## src/design/tcpst_pkg.sv

```systemverilog
// Package for the TCP connection state tracker: payload, command and state types.
// No dependencies.
`default_nettype none

package tcpst_pkg;

   localparam int NUM_STATES  = 8;
   localparam int STATE_W     = 3;
   localparam int KEY_W       = 32;
   localparam int QUEUE_DEPTH = 2;

   typedef enum logic [STATE_W-1:0] {
      ST_SYN_SENT = 3'd0,
      ST_SYN_RCVD = 3'd1,
      ST_ESTAB    = 3'd2,
      ST_FINW1    = 3'd3,
      ST_FINW2    = 3'd4,
      ST_CLOSEW   = 3'd5,
      ST_LASTACK  = 3'd6,
      ST_TIMEW    = 3'd7
   } conn_state_type;

   typedef struct packed {
      logic             from_internet;
      logic [KEY_W-1:0] flow_hash;
      logic             syn_flag;
      logic             ack_flag;
      logic             fin_flag;
      logic             rst_flag;
      logic             source_known;
   } req_type;

   typedef struct packed {
      logic                 accepted;
      logic                 session_found;
      logic [STATE_W-1:0]   new_state;
      logic                 table_full;
   } rsp_type;

   typedef struct packed {
      logic                 acc;
      logic [STATE_W-1:0]   nxt;
   } rule_out_type;

   // classified packet: per-state verdict for the hit case, plus miss handling
   typedef struct packed {
      logic [KEY_W-1:0]                     key;
      logic [NUM_STATES-1:0]                rule_acc;
      logic [NUM_STATES-1:0][STATE_W-1:0]   rule_nxt;
      logic                                 miss_acc;
      logic                                 miss_open;
   } cmd_type;

   typedef enum logic {
      BK_IDLE = 1'b0,
      BK_SCAN = 1'b1
   } back_state_type;

endpackage

`default_nettype wire

```

## src/design/tcpst_front.sv

```systemverilog
// Front end: takes a packet summary and classifies it into a command.
// Depends on tcpst_pkg.
`default_nettype none

module tcpst_front import tcpst_pkg::*; (
   input  wire logic    start,
   input  wire req_type req_payload,
   input  wire logic    q_full,
   output logic         busy,
   output logic         push,
   output cmd_type      cmd
);

   function automatic rule_out_type apply_rule(
      input logic           inbound,
      input conn_state_type cur,
      input logic           syn,
      input logic           ack,
      input logic           fin,
      input logic           rst
   );
      rule_out_type r;
      r.acc = 1'b0;
      r.nxt = cur;
      if (rst) begin
         r.acc = 1'b1;
         r.nxt = ST_TIMEW;
      end else if (!inbound) begin
         case (cur)
            ST_SYN_SENT: r.acc = syn;
            ST_SYN_RCVD: begin
               if (ack && !fin) begin
                  r.acc = 1'b1;
                  r.nxt = ST_ESTAB;
               end
            end
            ST_ESTAB: begin
               if (fin) begin
                  r.acc = 1'b1;
                  r.nxt = ST_FINW1;
               end else begin
                  r.acc = ack;
               end
            end
            ST_FINW1:   r.acc = fin | ack;
            ST_FINW2:   r.acc = ack;
            ST_CLOSEW: begin
               if (fin) begin
                  r.acc = 1'b1;
                  r.nxt = ST_LASTACK;
               end else begin
                  r.acc = ack;
               end
            end
            ST_LASTACK: r.acc = fin;
            ST_TIMEW:   r.acc = ack;
            default:    r.acc = 1'b0;
         endcase
      end else begin
         case (cur)
            ST_SYN_SENT: begin
               if (syn && ack) begin
                  r.acc = 1'b1;
                  r.nxt = ST_SYN_RCVD;
               end
            end
            ST_SYN_RCVD: r.acc = syn & ack;
            ST_ESTAB: begin
               if (fin) begin
                  r.acc = 1'b1;
                  r.nxt = ST_CLOSEW;
               end else begin
                  r.acc = ack;
               end
            end
            ST_FINW1: begin
               if (ack && !fin) begin
                  r.acc = 1'b1;
                  r.nxt = ST_FINW2;
               end else if (ack && fin) begin
                  r.acc = 1'b1;
                  r.nxt = ST_TIMEW;
               end
            end
            ST_FINW2: begin
               if (fin) begin
                  r.acc = 1'b1;
                  r.nxt = ST_TIMEW;
               end else begin
                  r.acc = ack;
               end
            end
            ST_CLOSEW:  r.acc = fin | ack;
            ST_LASTACK: begin
               if (ack) begin
                  r.acc = 1'b1;
                  r.nxt = ST_TIMEW;
               end
            end
            ST_TIMEW:   r.acc = ack | fin;
            default:    r.acc = 1'b0;
         endcase
      end
      return r;
   endfunction

   assign busy = q_full;
   assign push = start && !q_full;

   always_comb begin
      rule_out_type ro;
      cmd.key = req_payload.flow_hash;
      for (int s = 0; s < NUM_STATES; s++) begin
         ro = apply_rule(req_payload.from_internet, conn_state_type'(s[STATE_W-1:0]),
                         req_payload.syn_flag, req_payload.ack_flag,
                         req_payload.fin_flag, req_payload.rst_flag);
         cmd.rule_acc[s] = ro.acc;
         cmd.rule_nxt[s] = ro.nxt;
      end
      cmd.miss_acc  = req_payload.from_internet ? req_payload.source_known
                                                : req_payload.syn_flag;
      cmd.miss_open = !req_payload.from_internet && req_payload.syn_flag;
   end

endmodule

`default_nettype wire

```

## src/design/tcpst_queue.sv

```systemverilog
// Short command queue between front end and session engine.
// Depends on tcpst_pkg.
`default_nettype none

module tcpst_queue import tcpst_pkg::*; (
   input  wire logic    clock,
   input  wire logic    reset,
   input  wire logic    push,
   input  wire cmd_type push_cmd,
   input  wire logic    pop,
   output logic         full,
   output logic         not_empty,
   output cmd_type      head_cmd
);

   localparam int PTR_W = $clog2(QUEUE_DEPTH);
   localparam int CNT_W = $clog2(QUEUE_DEPTH + 1);
   localparam logic [CNT_W-1:0] CNT_FULL = CNT_W'(QUEUE_DEPTH);
   localparam logic [PTR_W-1:0] PTR_LAST = PTR_W'(QUEUE_DEPTH - 1);

   cmd_type            slot_ff [QUEUE_DEPTH];
   logic [PTR_W-1:0]   wr_ptr_ff, wr_ptr_in;
   logic [PTR_W-1:0]   rd_ptr_ff, rd_ptr_in;
   logic [CNT_W-1:0]   cnt_ff, cnt_in;

   assign full      = (cnt_ff == CNT_FULL);
   assign not_empty = (cnt_ff != '0);
   assign head_cmd  = slot_ff[rd_ptr_ff];

   always_comb begin
      wr_ptr_in = wr_ptr_ff;
      rd_ptr_in = rd_ptr_ff;
      cnt_in    = cnt_ff;
      if (push) begin
         wr_ptr_in = (wr_ptr_ff == PTR_LAST) ? '0 : wr_ptr_ff + 1'b1;
      end
      if (pop) begin
         rd_ptr_in = (rd_ptr_ff == PTR_LAST) ? '0 : rd_ptr_ff + 1'b1;
      end
      if (push && !pop) begin
         cnt_in = cnt_ff + 1'b1;
      end else if (pop && !push) begin
         cnt_in = cnt_ff - 1'b1;
      end
   end

   always_ff @(posedge clock) begin
      if (reset) begin
         wr_ptr_ff <= '0;
         rd_ptr_ff <= '0;
         cnt_ff    <= '0;
      end else begin
         wr_ptr_ff <= wr_ptr_in;
         rd_ptr_ff <= rd_ptr_in;
         cnt_ff    <= cnt_in;
      end
   end

   always_ff @(posedge clock) begin
      if (push) begin
         slot_ff[wr_ptr_ff] <= push_cmd;
      end
   end

endmodule

`default_nettype wire

```

## src/design/tcpst_back.sv

```systemverilog
// Session engine: scans the session memory, applies the verdict, writes back.
// Depends on tcpst_pkg.
`default_nettype none

module tcpst_back import tcpst_pkg::*; #(
   parameter int SESSIONS = 64
) (
   input  wire logic    clock,
   input  wire logic    reset,
   input  wire logic    q_valid,
   input  wire cmd_type q_cmd,
   output logic         q_pop,
   output logic         rsp_valid,
   output rsp_type      rsp_payload
);

   localparam int IDX_W = $clog2(SESSIONS);
   localparam int CNT_W = $clog2(SESSIONS + 1);
   localparam logic [CNT_W-1:0] CNT_MAX = CNT_W'(SESSIONS);

   // sessions occupy slots 0 .. fill-1; nothing is ever removed
   logic [KEY_W-1:0]    key_mem [SESSIONS];
   logic [STATE_W-1:0]  st_mem  [SESSIONS];

   back_state_type      bstate_ff, bstate_in;
   cmd_type             cmd_ff, cmd_in;
   logic [CNT_W-1:0]    fill_ff, fill_in;
   logic [CNT_W-1:0]    scan_ff, scan_in;
   logic                chk_ff, chk_in;
   logic [IDX_W-1:0]    chk_idx_ff, chk_idx_in;
   logic [KEY_W-1:0]    rd_key_ff;
   logic [STATE_W-1:0]  rd_st_ff;
   logic                rsp_valid_ff, rsp_valid_in;
   rsp_type             rsp_ff, rsp_in;

   logic                match, miss, issue, wr_en;
   logic [IDX_W-1:0]    rd_addr, wr_addr;
   logic [KEY_W-1:0]    wr_key;
   logic [STATE_W-1:0]  wr_st;

   assign rsp_valid   = rsp_valid_ff;
   assign rsp_payload = rsp_ff;

   always_comb begin
      match = (bstate_ff == BK_SCAN) && chk_ff && (rd_key_ff == cmd_ff.key);
      miss  = (bstate_ff == BK_SCAN) && !match && (scan_ff == fill_ff);
      issue = (bstate_ff == BK_SCAN) && !match && (scan_ff < fill_ff);
      rd_addr = issue ? scan_ff[IDX_W-1:0] : '0;

      bstate_in    = bstate_ff;
      cmd_in       = cmd_ff;
      fill_in      = fill_ff;
      scan_in      = scan_ff;
      chk_in       = 1'b0;
      chk_idx_in   = chk_idx_ff;
      rsp_valid_in = 1'b0;
      rsp_in       = rsp_ff;
      q_pop        = 1'b0;
      wr_en        = 1'b0;
      wr_addr      = chk_idx_ff;
      wr_key       = cmd_ff.key;
      wr_st        = cmd_ff.rule_nxt[rd_st_ff];

      case (bstate_ff)
         BK_IDLE: begin
            if (q_valid) begin
               q_pop     = 1'b1;
               cmd_in    = q_cmd;
               scan_in   = '0;
               bstate_in = BK_SCAN;
            end
         end
         BK_SCAN: begin
            if (issue) begin
               scan_in    = scan_ff + 1'b1;
               chk_in     = 1'b1;
               chk_idx_in = scan_ff[IDX_W-1:0];
            end
            if (match) begin
               wr_en                = 1'b1;
               rsp_valid_in         = 1'b1;
               rsp_in.accepted      = cmd_ff.rule_acc[rd_st_ff];
               rsp_in.session_found = 1'b1;
               rsp_in.new_state     = cmd_ff.rule_nxt[rd_st_ff];
               rsp_in.table_full    = 1'b0;
               bstate_in            = BK_IDLE;
            end else if (miss) begin
               rsp_valid_in         = 1'b1;
               rsp_in.accepted      = cmd_ff.miss_acc;
               rsp_in.session_found = 1'b0;
               rsp_in.new_state     = ST_SYN_SENT;
               rsp_in.table_full    = 1'b0;
               if (cmd_ff.miss_open) begin
                  if (fill_ff == CNT_MAX) begin
                     rsp_in.accepted   = 1'b0;
                     rsp_in.table_full = 1'b1;
                  end else begin
                     wr_en   = 1'b1;
                     wr_addr = fill_ff[IDX_W-1:0];
                     wr_st   = ST_SYN_SENT;
                     fill_in = fill_ff + 1'b1;
                  end
               end
               bstate_in = BK_IDLE;
            end
         end
         default: bstate_in = BK_IDLE;
      endcase
   end

   always_ff @(posedge clock) begin
      if (reset) begin
         bstate_ff    <= BK_IDLE;
         fill_ff      <= '0;
         chk_ff       <= 1'b0;
         rsp_valid_ff <= 1'b0;
      end else begin
         bstate_ff    <= bstate_in;
         fill_ff      <= fill_in;
         chk_ff       <= chk_in;
         rsp_valid_ff <= rsp_valid_in;
      end
   end

   always_ff @(posedge clock) begin
      cmd_ff     <= cmd_in;
      scan_ff    <= scan_in;
      chk_idx_ff <= chk_idx_in;
      rsp_ff     <= rsp_in;
   end

   always_ff @(posedge clock) begin
      if (wr_en) begin
         key_mem[wr_addr] <= wr_key;
         st_mem[wr_addr]  <= wr_st;
      end
      rd_key_ff <= key_mem[rd_addr];
      rd_st_ff  <= st_mem[rd_addr];
   end

endmodule

`default_nettype wire

```

## src/design/tcp_connection_state_tracker.sv

```systemverilog
// Top level of the TCP connection state tracker: front end, queue, session engine.
// Depends on tcpst_pkg, tcpst_front, tcpst_queue, tcpst_back.
//
//   channel   | ports                              | transfer when
//   ----------+------------------------------------+-------------------------
//   request   | start, busy, req_payload           | start && !busy at edge
//   response  | rsp_valid, rsp_payload             | rsp_valid high, one cycle
//
// The session engine scans the stored sessions, fill being their number: the key memory's
// single read port is scanned one slot a cycle, so the scan stops after slot k on a hit in
// slot k and after all fill slots on a miss. Responses never come back to back. The queue
// holds two packets; busy is high while it is full. Reset empties the table at once (a fill
// count, no clearing pass). The response side cannot stall.
`default_nettype none

module tcp_connection_state_tracker import tcpst_pkg::*; #(
   parameter int SESSIONS = 64
) (
   input  wire logic    clock,
   input  wire logic    reset,
   input  wire logic    start,
   output logic         busy,
   input  wire req_type req_payload,
   output logic         rsp_valid,
   output rsp_type      rsp_payload
);

   logic    push, pop, q_full, q_not_empty;
   cmd_type front_cmd, head_cmd;

   tcpst_front u_front (
      .start       (start),
      .req_payload (req_payload),
      .q_full      (q_full),
      .busy        (busy),
      .push        (push),
      .cmd         (front_cmd)
   );

   tcpst_queue u_queue (
      .clock     (clock),
      .reset     (reset),
      .push      (push),
      .push_cmd  (front_cmd),
      .pop       (pop),
      .full      (q_full),
      .not_empty (q_not_empty),
      .head_cmd  (head_cmd)
   );

   tcpst_back #(
      .SESSIONS (SESSIONS)
   ) u_back (
      .clock       (clock),
      .reset       (reset),
      .q_valid     (q_not_empty),
      .q_cmd       (head_cmd),
      .q_pop       (pop),
      .rsp_valid   (rsp_valid),
      .rsp_payload (rsp_payload)
   );

endmodule

`default_nettype wire

```

## config.mk

```make
export PLATFORM = sky130hd
export DESIGN_NAME = tcp_connection_state_tracker
export DESIGN_NICKNAME = d
export VERILOG_FILES = /design/src/design/tcpst_pkg.sv /design/src/design/tcpst_front.sv /design/src/design/tcpst_queue.sv /design/src/design/tcpst_back.sv /design/src/design/tcp_connection_state_tracker.sv
export SDC_FILE = /design/constraint.sdc
export NUM_CORES = 2
export LEC_CHECK = 0
export BUFFER_PORTS_ARGS = -buffer_cell sky130_fd_sc_hd__buf_2
export CAP_MARGIN = 20
export CORE_MARGIN = 2
export CORE_UTILIZATION = 40
export DETAILED_ROUTE_END_ITERATION = 8
export PLACE_DENSITY = 0.66
export SYNTH_ARGS = -nofsm -noshare
export SYNTH_HDL_FRONTEND = slang
export SYNTH_SLANG_ARGS = --single-unit
```

## constraint.sdc

```tcl
create_clock -name clock -period 4.7 [get_ports clock]
set_input_delay 0.47 -clock clock [delete_from_list [all_inputs] [get_ports clock]]
set_output_delay 0.47 -clock clock [all_outputs]
set_load 0.05 [all_outputs]
```

# After elaboration in Yosys (flattened, before gate mapping)
# Memory sizes are Yosys's and may differ from the RTL's. A register that Yosys moved wholly into a read port is not among the register bits.
# Cells that the tools add are included.
# totals
register_bits	36
mem_bits_rw	2366
in_bits	41
out_inout_bits	8
elab_cells	141
mem_count	3
# mem_list
memory	words	word_bits	rd	rd_clocked_by_memory_dff	write_ports	line	rtl
u_back.key_mem	64	32	1	1	1	tcpst_back.sv:22	logic [KEY_W-1:0] key_mem [SESSIONS];
u_back.st_mem	64	3	1	1	1	tcpst_back.sv:23	logic [STATE_W-1:0] st_mem [SESSIONS];
u_queue.slot_ff	2	63	1	1	1	tcpst_queue.sv:21	cmd_type slot_ff [QUEUE_DEPTH];
# classes
addsub	6
order_cmp	2
eq_ne	6
mux	78
bitwise_logic	5
reduce_logical	27
# ops
cell	n
$mux 4	12
$mux 6	8
$mux 3	13
$mux 1	34
$eq 32x32->1	1
$add 7x1->7 const B	2
$mux 7	2
$pmux 7 s2	1
$logic_and 1x1->1	12
$mux 2	5
$bmux 3 s3	1
$reduce_and 2->1	4
$eq 7x7->1	1
$eq 7x7->1 const B	1
$lt 7x7->1	1
$logic_not 1->1	6
$reduce_bool 2->1	3
$reduce_and 5->1	1
$lt 3x4->1 const B	1
$ne 2x2->1 const B	2
$bmux 1 s3	1
$not 1->1	3
$add 1x1->1 const B	2
$add 2x1->2 const B	1
6 further kinds	6

# Depth between registers and ports, before layout
# logic_depth
word_depth	10
depth_mapped	16
ltp_nobuf	12

# Cells and area by module
# Synthesis repeated with hierarchy kept, for this count alone.
# hier_totals
hier_cells	5793
hier_area_um2	98350.6
# modules_own_cells
mod	instances	cells_per_inst	area_per_inst_um2
tcpst_back	1	5486	92807.8
tcpst_queue	1	227	4983.5
tcpst_front	1	80	559.3

# Least setup slack after synthesis
# Ideal clock, no wire load.
# synth_path
path_kind	register to register
start	register u_back.cmd_ff (netlist bit u_back.wr_key[29])
end	memory u_back.key_mem[32][0], enable pin
setup_ps	427
arrival_ps	4644
required_time_ps	4273
path_slack_ps	-371
stages_incl_launch_ff	11
path_cell_list	edfxtp_1 -> xor2_1 -> nor4_1 -> nand4_1 -> o311a_1 -> and2_1 -> clkbuf_1 -> nor3_1 -> a2bb2oi_2 -> nand3_1 -> nor2_1
# synth_between
elab_chain_len	10
elab_cells_between_ends	13
cone_classes	eq/ne: 1; mux: 8; reduce/logical: 4
# synth_lines
item	line	rtl
start: declaration	tcpst_back.sv:26	cmd_type cmd_ff, cmd_in;
start signal: assignment	tcpst_back.sv:126	cmd_ff <= cmd_in;
$eq 32x32->1 *	tcpst_back.sv:45	match = (bstate_ff == BK_SCAN) && chk_ff && (rd_key_ff == cmd_ff.key);
$logic_and 1x1->1 *	tcpst_back.sv:45	
$logic_not 1->1	tcpst_back.sv:46	miss = (bstate_ff == BK_SCAN) && !match && (scan_ff == fill_ff);
$logic_and 1x1->1 (2 in a row)	tcpst_back.sv:46	
$mux 1	tcpst_back.sv:87	end else if (miss) begin
$mux 1	tcpst_back.sv:79	if (match) begin
$mux 1	tcpst_back.sv:64	case (bstate_ff)
$mux 1	tcpst_back.sv:133	if (wr_en) begin
$mux 1 (implied by the code)	tcpst_back.sv:134	key_mem[wr_addr] <= wr_key;
end: declaration	tcpst_back.sv:22	
# Every way passes the cells marked *; elsewhere a longest branch is shown, timed or not.

# Worst setup path in the final report
# layout_path
start	register u_back.fill_ff[5]
end	register u_back.rd_key_ff[6] (read register of u_back.key_mem)
# layout_between
elab_chain_len	3
# layout_lines
item	line	rtl
start: declaration	tcpst_back.sv:27	logic [CNT_W-1:0] fill_ff, fill_in;
start signal: assignment	tcpst_back.sv:119	fill_ff <= fill_in;
$lt 7x7->1	tcpst_back.sv:47	issue = (bstate_ff == BK_SCAN) && !match && (scan_ff < fill_ff);
$logic_and 1x1->1	tcpst_back.sv:47	
$mux 6	tcpst_back.sv:48	rd_addr = issue ? scan_ff[IDX_W-1:0] : '0;
end: declaration	tcpst_back.sv:31	logic [KEY_W-1:0] rd_key_ff;
# Every way passes these cells.
# A chain may end at the register's enable or synchronous reset.

==> impl_metrics.prom <==
# TYPE chip_impl_metric gauge
chip_impl_info{name="run_status",value="complete, no violations"} 1
chip_impl_metric{name="power.internal",unit="mW"} 42.1
chip_impl_metric{name="net-switching-power",unit="mW"} 20.6
chip_impl_metric{name="summed_area_of_non_filler_cells_in_the_final_layout",unit="sq mm"} 0.111
chip_impl_metric{name="setup.reg_to_reg.worst_slack",unit="ns"} 0.08
chip_impl_metric{name="max-slew-margin-rel",unit="%"} 19.2
chip_impl_metric{name="drv_cap",unit=""} 0
chip_impl_info{name="worstHoldEndpoint",value="u_queue.slot_ff[1][5]$_DFFE_PP_"} 1
chip_impl_info{name="cts_tree",value="yes"} 1
chip_impl_metric{name="synth_sequential_area_ratio",unit="%"} 75.9
chip_impl_metric{name="synth.net_count",unit=""} 5968
chip_impl_metric{name="clock_path_buffers",unit=""} 3
chip_impl_metric{name="timing.final.hold_violations",unit=""} 0
chip_impl_metric{name="critPathRequiredTime",unit="ns"} 5.50
chip_impl_metric{name="die_h",unit="microns"} 496
chip_impl_metric{name="floorplan.die_area",unit="sq mm"} 0.246
chip_impl_metric{name="power.clock.fraction",unit="%"} 29.6
chip_impl_metric{name="grt_overflow_total",unit=""} 0
chip_impl_metric{name="nFillCells",unit=""} 20300
chip_impl_metric{name="yosysWarningCount",unit=""} 0
chip_impl_metric{name="synth.ff_latch_count",unit=""} 2464
chip_impl_metric{name="synthToLayoutAreaGrowth",unit="%"} 15.1
chip_impl_metric{name="finalWirelength",unit="mm"} 287
chip_impl_metric{name="synthesis.instances",unit=""} 5916
chip_impl_metric{name="postPlaceCellArea",unit="sq mm"} 0.103
chip_impl_metric{name="synth.avg_cell_area",unit="sq um"} 16.4
chip_impl_metric{name="io_buffers",unit=""} 48
chip_impl_metric{name="wl_per_cell",unit="microns"} 30.1
chip_impl_metric{name="post_syn_area",unit="sq mm"} 0.0968
chip_impl_metric{name="p_per_area",unit="mW/mm^2"} 562
chip_impl_metric{name="clkTransAtPathRegs",unit="ns"} 0.06
chip_impl_info{name="dominantRegCellSynth",value="sky130_fd_sc_hd__edfxtp_1"} 1
chip_impl_info{name="critical_setup_path_kind",value="flip-flop to flip-flop"} 1
chip_impl_info{name="clockRootBuffer",value="sky130_fd_sc_hd__clkbuf_16"} 1
chip_impl_metric{name="placementRows",unit=""} 180
chip_impl_metric{name="timing.clock.skew",unit="ns"} 0.0591
chip_impl_metric{name="portion_of_total_power_attributed_to_combinational_logic",unit="%"} 25.4
chip_impl_metric{name="nets",unit=""} 6202
chip_impl_metric{name="design.core.area",unit="sq mm"} 0.241
chip_impl_metric{name="worst_path_max_fanout",unit=""} 45
chip_impl_info{name="cp-start-kind",value="flip-flop"} 1
chip_impl_metric{name="setup_violations",unit=""} 0
chip_impl_metric{name="start_util",unit="%"} 40.3
chip_impl_metric{name="dp_worst_setup_slack",unit="ns"} 0.231
chip_impl_metric{name="grt_util_met1",unit="%"} 30.0
chip_impl_metric{name="pins_over_slew_limit",unit=""} 0
chip_impl_metric{name="cts_num_sinks",unit=""} 2464
chip_impl_info{name="hold_class",value="input pin to flip-flop"} 1
chip_impl_info{name="critPathCaptureType",value="flip-flop"} 1
chip_impl_metric{name="critical_path_arrival",unit="ns"} 5.42
chip_impl_metric{name="part_of_the_total_power_dissipated_in_sequential_elements",unit="%"} 45.0
chip_impl_metric{name="ant_nets",unit=""} 0
chip_impl_metric{name="grt_usage",unit="%"} 22.8
chip_impl_metric{name="synth_top_cell_area_share",unit="%"} 74.9
chip_impl_info{name="yosysTopAreaCell",value="sky130_fd_sc_hd__edfxtp_1"} 1
chip_impl_metric{name="synth-async-reset-ratio",unit="%"} 0
chip_impl_metric{name="tightestPinTransition",unit="ns"} 1.21
chip_impl_metric{name="worst_ir_drop_vdd",unit="mV"} 0.485
chip_impl_metric{name="firstDrtPassIters",unit=""} 5
chip_impl_metric{name="utilization",unit="%"} 46.3
chip_impl_metric{name="synth_enable_flop_cells",unit=""} 2415
chip_impl_info{name="busiest_layer",value="met2"} 1
chip_impl_metric{name="power.static_leakage",unit="nW"} 35.8
chip_impl_metric{name="grt_start_max_net_pins",unit=""} 144
chip_impl_metric{name="ioPinCount",unit=""} 49
chip_impl_metric{name="grt_use_met3",unit="%"} 5.93
chip_impl_info{name="final_cell_mix",value="sky130_fd_sc_hd__edfxtp_1, sky130_fd_sc_hd__mux2i_1, sky130_fd_sc_hd__nand2_1, sky130_fd_sc_hd__mux2_2, sky130_fd_sc_hd__buf_4"} 1
chip_impl_info{name="mostFrequentLayoutCell",value="sky130_fd_sc_hd__edfxtp_1"} 1
chip_impl_metric{name="cts-buffers-inserted",unit=""} 236
chip_impl_info{name="post_synth_main_area_contributors",value="sky130_fd_sc_hd__edfxtp_1, sky130_fd_sc_hd__mux2_2, sky130_fd_sc_hd__mux2i_1"} 1
chip_impl_info{name="rsz0062_at_grt",value="no"} 1
chip_impl_metric{name="cells_on_worst_hold_path",unit=""} 2
chip_impl_metric{name="die_x",unit="microns"} 496
chip_impl_metric{name="period_needed",unit="ns"} 4.62
chip_impl_metric{name="gp_congestion",unit=""} 0.948
chip_impl_metric{name="worst_r2r_path_depth",unit=""} 12
chip_impl_info{name="r2r-end",value="u_back.rd_key_ff[6]$_DFF_P_"} 1
chip_impl_metric{name="grt_pass1_wl",unit="mm"} 406
chip_impl_metric{name="clock_tree.htree_level_count",unit=""} 4
chip_impl_metric{name="post-route-drc-count",unit=""} 0
chip_impl_metric{name="count_of_different_cell_masters_after_synthesis",unit=""} 78
chip_impl_metric{name="fraction_of_final_layout_cells_with_drive_strength_greater_than_1",unit="%"} 17.7
chip_impl_metric{name="post_drt_via_cell_ratio",unit=""} 6.07
chip_impl_metric{name="max_clock_freq",unit="GHz"} 0.217
chip_impl_info{name="crit_path_start",value="u_back.fill_ff[5]$_SDFFE_PP0P_"} 1
chip_impl_metric{name="clk_latency",unit="ns"} 0.91
chip_impl_info{name="timing.rr.start",value="u_back.fill_ff[5]$_SDFFE_PP0P_"} 1
chip_impl_metric{name="resized_cells_post_cts",unit=""} 0
chip_impl_metric{name="sw_frac_of_total",unit="%"} 32.8
chip_impl_metric{name="setup_ws",unit="ns"} 0.0833
chip_impl_metric{name="vias",unit=""} 58000
chip_impl_metric{name="global_route.usage.met2",unit="%"} 35.3
chip_impl_metric{name="period_share",unit="%"} 98.2
chip_impl_metric{name="detailedRoute.firstIterationViolations",unit=""} 8107
chip_impl_metric{name="number_of_antenna_violations_at_the_first_check_in_global_routing",unit=""} 23
chip_impl_info{name="timing.hold.worst.start",value="req_payload[37]"} 1
chip_impl_metric{name="post-dp-hpwl",unit="mm"} 163
chip_impl_metric{name="number_of_global_route_vias_before_repair",unit=""} 56100
## metal layers
metal / up-vias / part of all wire, %
met5: - / 0.026
met4: 10 / 5.1
met3: 667 / 11
met2: 3463 / 46
met1: 29700 / 38
li1: 24200 / -
## synthesized netlist by cell type (14+ instances only)
library cell,instances
sky130_fd_sc_hd__nand3_1,73
sky130_fd_sc_hd__nor2_1,309
sky130_fd_sc_hd__o22ai_1,210
sky130_fd_sc_hd__a31oi_1,14
sky130_fd_sc_hd__mux2_2,288
sky130_fd_sc_hd__o2111a_1,29
sky130_fd_sc_hd__dfxtp_1,49
sky130_fd_sc_hd__and3_1,67
sky130_fd_sc_hd__buf_2,53
sky130_fd_sc_hd__o221ai_1,195
sky130_fd_sc_hd__xor2_1,37
sky130_fd_sc_hd__o21bai_1,61
sky130_fd_sc_hd__a21oi_1,159
sky130_fd_sc_hd__nand2_1,292
sky130_fd_sc_hd__nor4_1,44
sky130_fd_sc_hd__a21boi_0,30
sky130_fd_sc_hd__o21ai_0,109
sky130_fd_sc_hd__mux2i_1,307
sky130_fd_sc_hd__a32oi_1,61
sky130_fd_sc_hd__nand4_1,54
sky130_fd_sc_hd__nor2b_1,19
sky130_fd_sc_hd__inv_1,56
sky130_fd_sc_hd__a22oi_1,110
sky130_fd_sc_hd__o211ai_1,87
sky130_fd_sc_hd__edfxtp_1,2415
sky130_fd_sc_hd__nand2b_1,51
sky130_fd_sc_hd__o311a_1,31
sky130_fd_sc_hd__a211oi_1,135
sky130_fd_sc_hd__clkbuf_1,306
sky130_fd_sc_hd__buf_1,35
sky130_fd_sc_hd__nand3b_1,64
## flip-flops by register name, indices dropped and copies added, names as in the netlist, 2 cells and up
name and count:
u_back.chk_idx_ff 6, u_back.key_mem 2048, u_back.scan_ff 7, u_back.st_mem 192, u_back.rd_key_ff 32, u_queue.slot_ff 104, u_back.wr_key 32, u_back.rsp_payload 6
u_back.rd_st_ff 3, u_queue.cnt_ff 2, u_back.fill_ff 7, u_back.cmd_ff 20
## through the flow
step	std cells	power (mW)	setup TNS, ns	hold slack [ns]
global placement	9051	43.9	0	0.471
global route	9543	64.3	0	0.0583
detailed placement	9054	44.2	0	0.483
CTS	9540	62.5	0	0.00175
finish	9553	62.6	0	0.0513
floorplan	5916	37.0	-548.18	0.451
## kinds of logic after synthesis
group           synth area share [%]
compound gates                  9.80
xor+xnor                       0.425
fa+ha+maj                      0.142
buf+inv                         2.02
flops                           75.9
mux                             6.69
simple gates                    5.01
## power groups by stage
stage | sequential (mW) | combinational [mW] | clock [mW]
global placement | 28.6 | 15.3 | 0
CTS | 28.2 | 15.6 | 18.7
floorplan | 29.5 | 7.53 | 0
detailed placement | 28.6 | 15.6 | 0
finish | 28.2 | 15.9 | 18.5
global route | 28.2 | 16.5 | 19.5
## repair_timing
item | CTS | global route
setup buffers | 0 | 0
setup endpoints to repair | 0 | 1
hold buffers | 41 | 0
hold endpoints to repair | 100 | 0
## how the worst max path moves through the flow
stage | to | cells past startpoint | slack [ns]
CTS | u_back.rd_key_ff[18]$_DFF_P_ | 11 | 0.21
global route | u_back.rd_key_ff[20]$_DFF_P_ | 13 | 0.05
detailed placement | u_back.rd_key_ff[18]$_DFF_P_ | 11 | 0.23
global placement | u_back.rd_key_ff[18]$_DFF_P_ | 11 | 0.21
floorplan | u_back.key_mem[32][0]$_DFFE_PP_ | 10 | -0.37
finish | u_back.rd_key_ff[6]$_DFF_P_ | 12 | 0.08
## worst max-delay path, cell delays in order, from the launching register on
cell and delay [ns]:
sky130_fd_sc_hd__dfxtp_1 0.36, sky130_fd_sc_hd__inv_1 0.11, sky130_fd_sc_hd__ha_1 0.34, sky130_fd_sc_hd__a21o_1 0.19
sky130_fd_sc_hd__a21oi_1 0.19, sky130_fd_sc_hd__o211a_1 0.22, sky130_fd_sc_hd__o31a_2 0.27, sky130_fd_sc_hd__buf_12 0.30
sky130_fd_sc_hd__and2_4 0.78, sky130_fd_sc_hd__a211oi_1 0.18, sky130_fd_sc_hd__a211oi_1 0.62, sky130_fd_sc_hd__nand4_1 0.58
sky130_fd_sc_hd__a22oi_1 0.34
## cell type report
cell class,count,area (sq um),area share [%]
diodes,11,27.5,0.0247
clock buffers,317,6320,5.67
clock inverters,128,1240,1.11
inverters,59,224,0.201
multi-input cells,2980,22100,19.8
flip-flops and latches,2464,73500,66.0
well taps,3185,3990,3.58
repair buffers,409,4070,3.65
(Power assumes the default switching activity.)
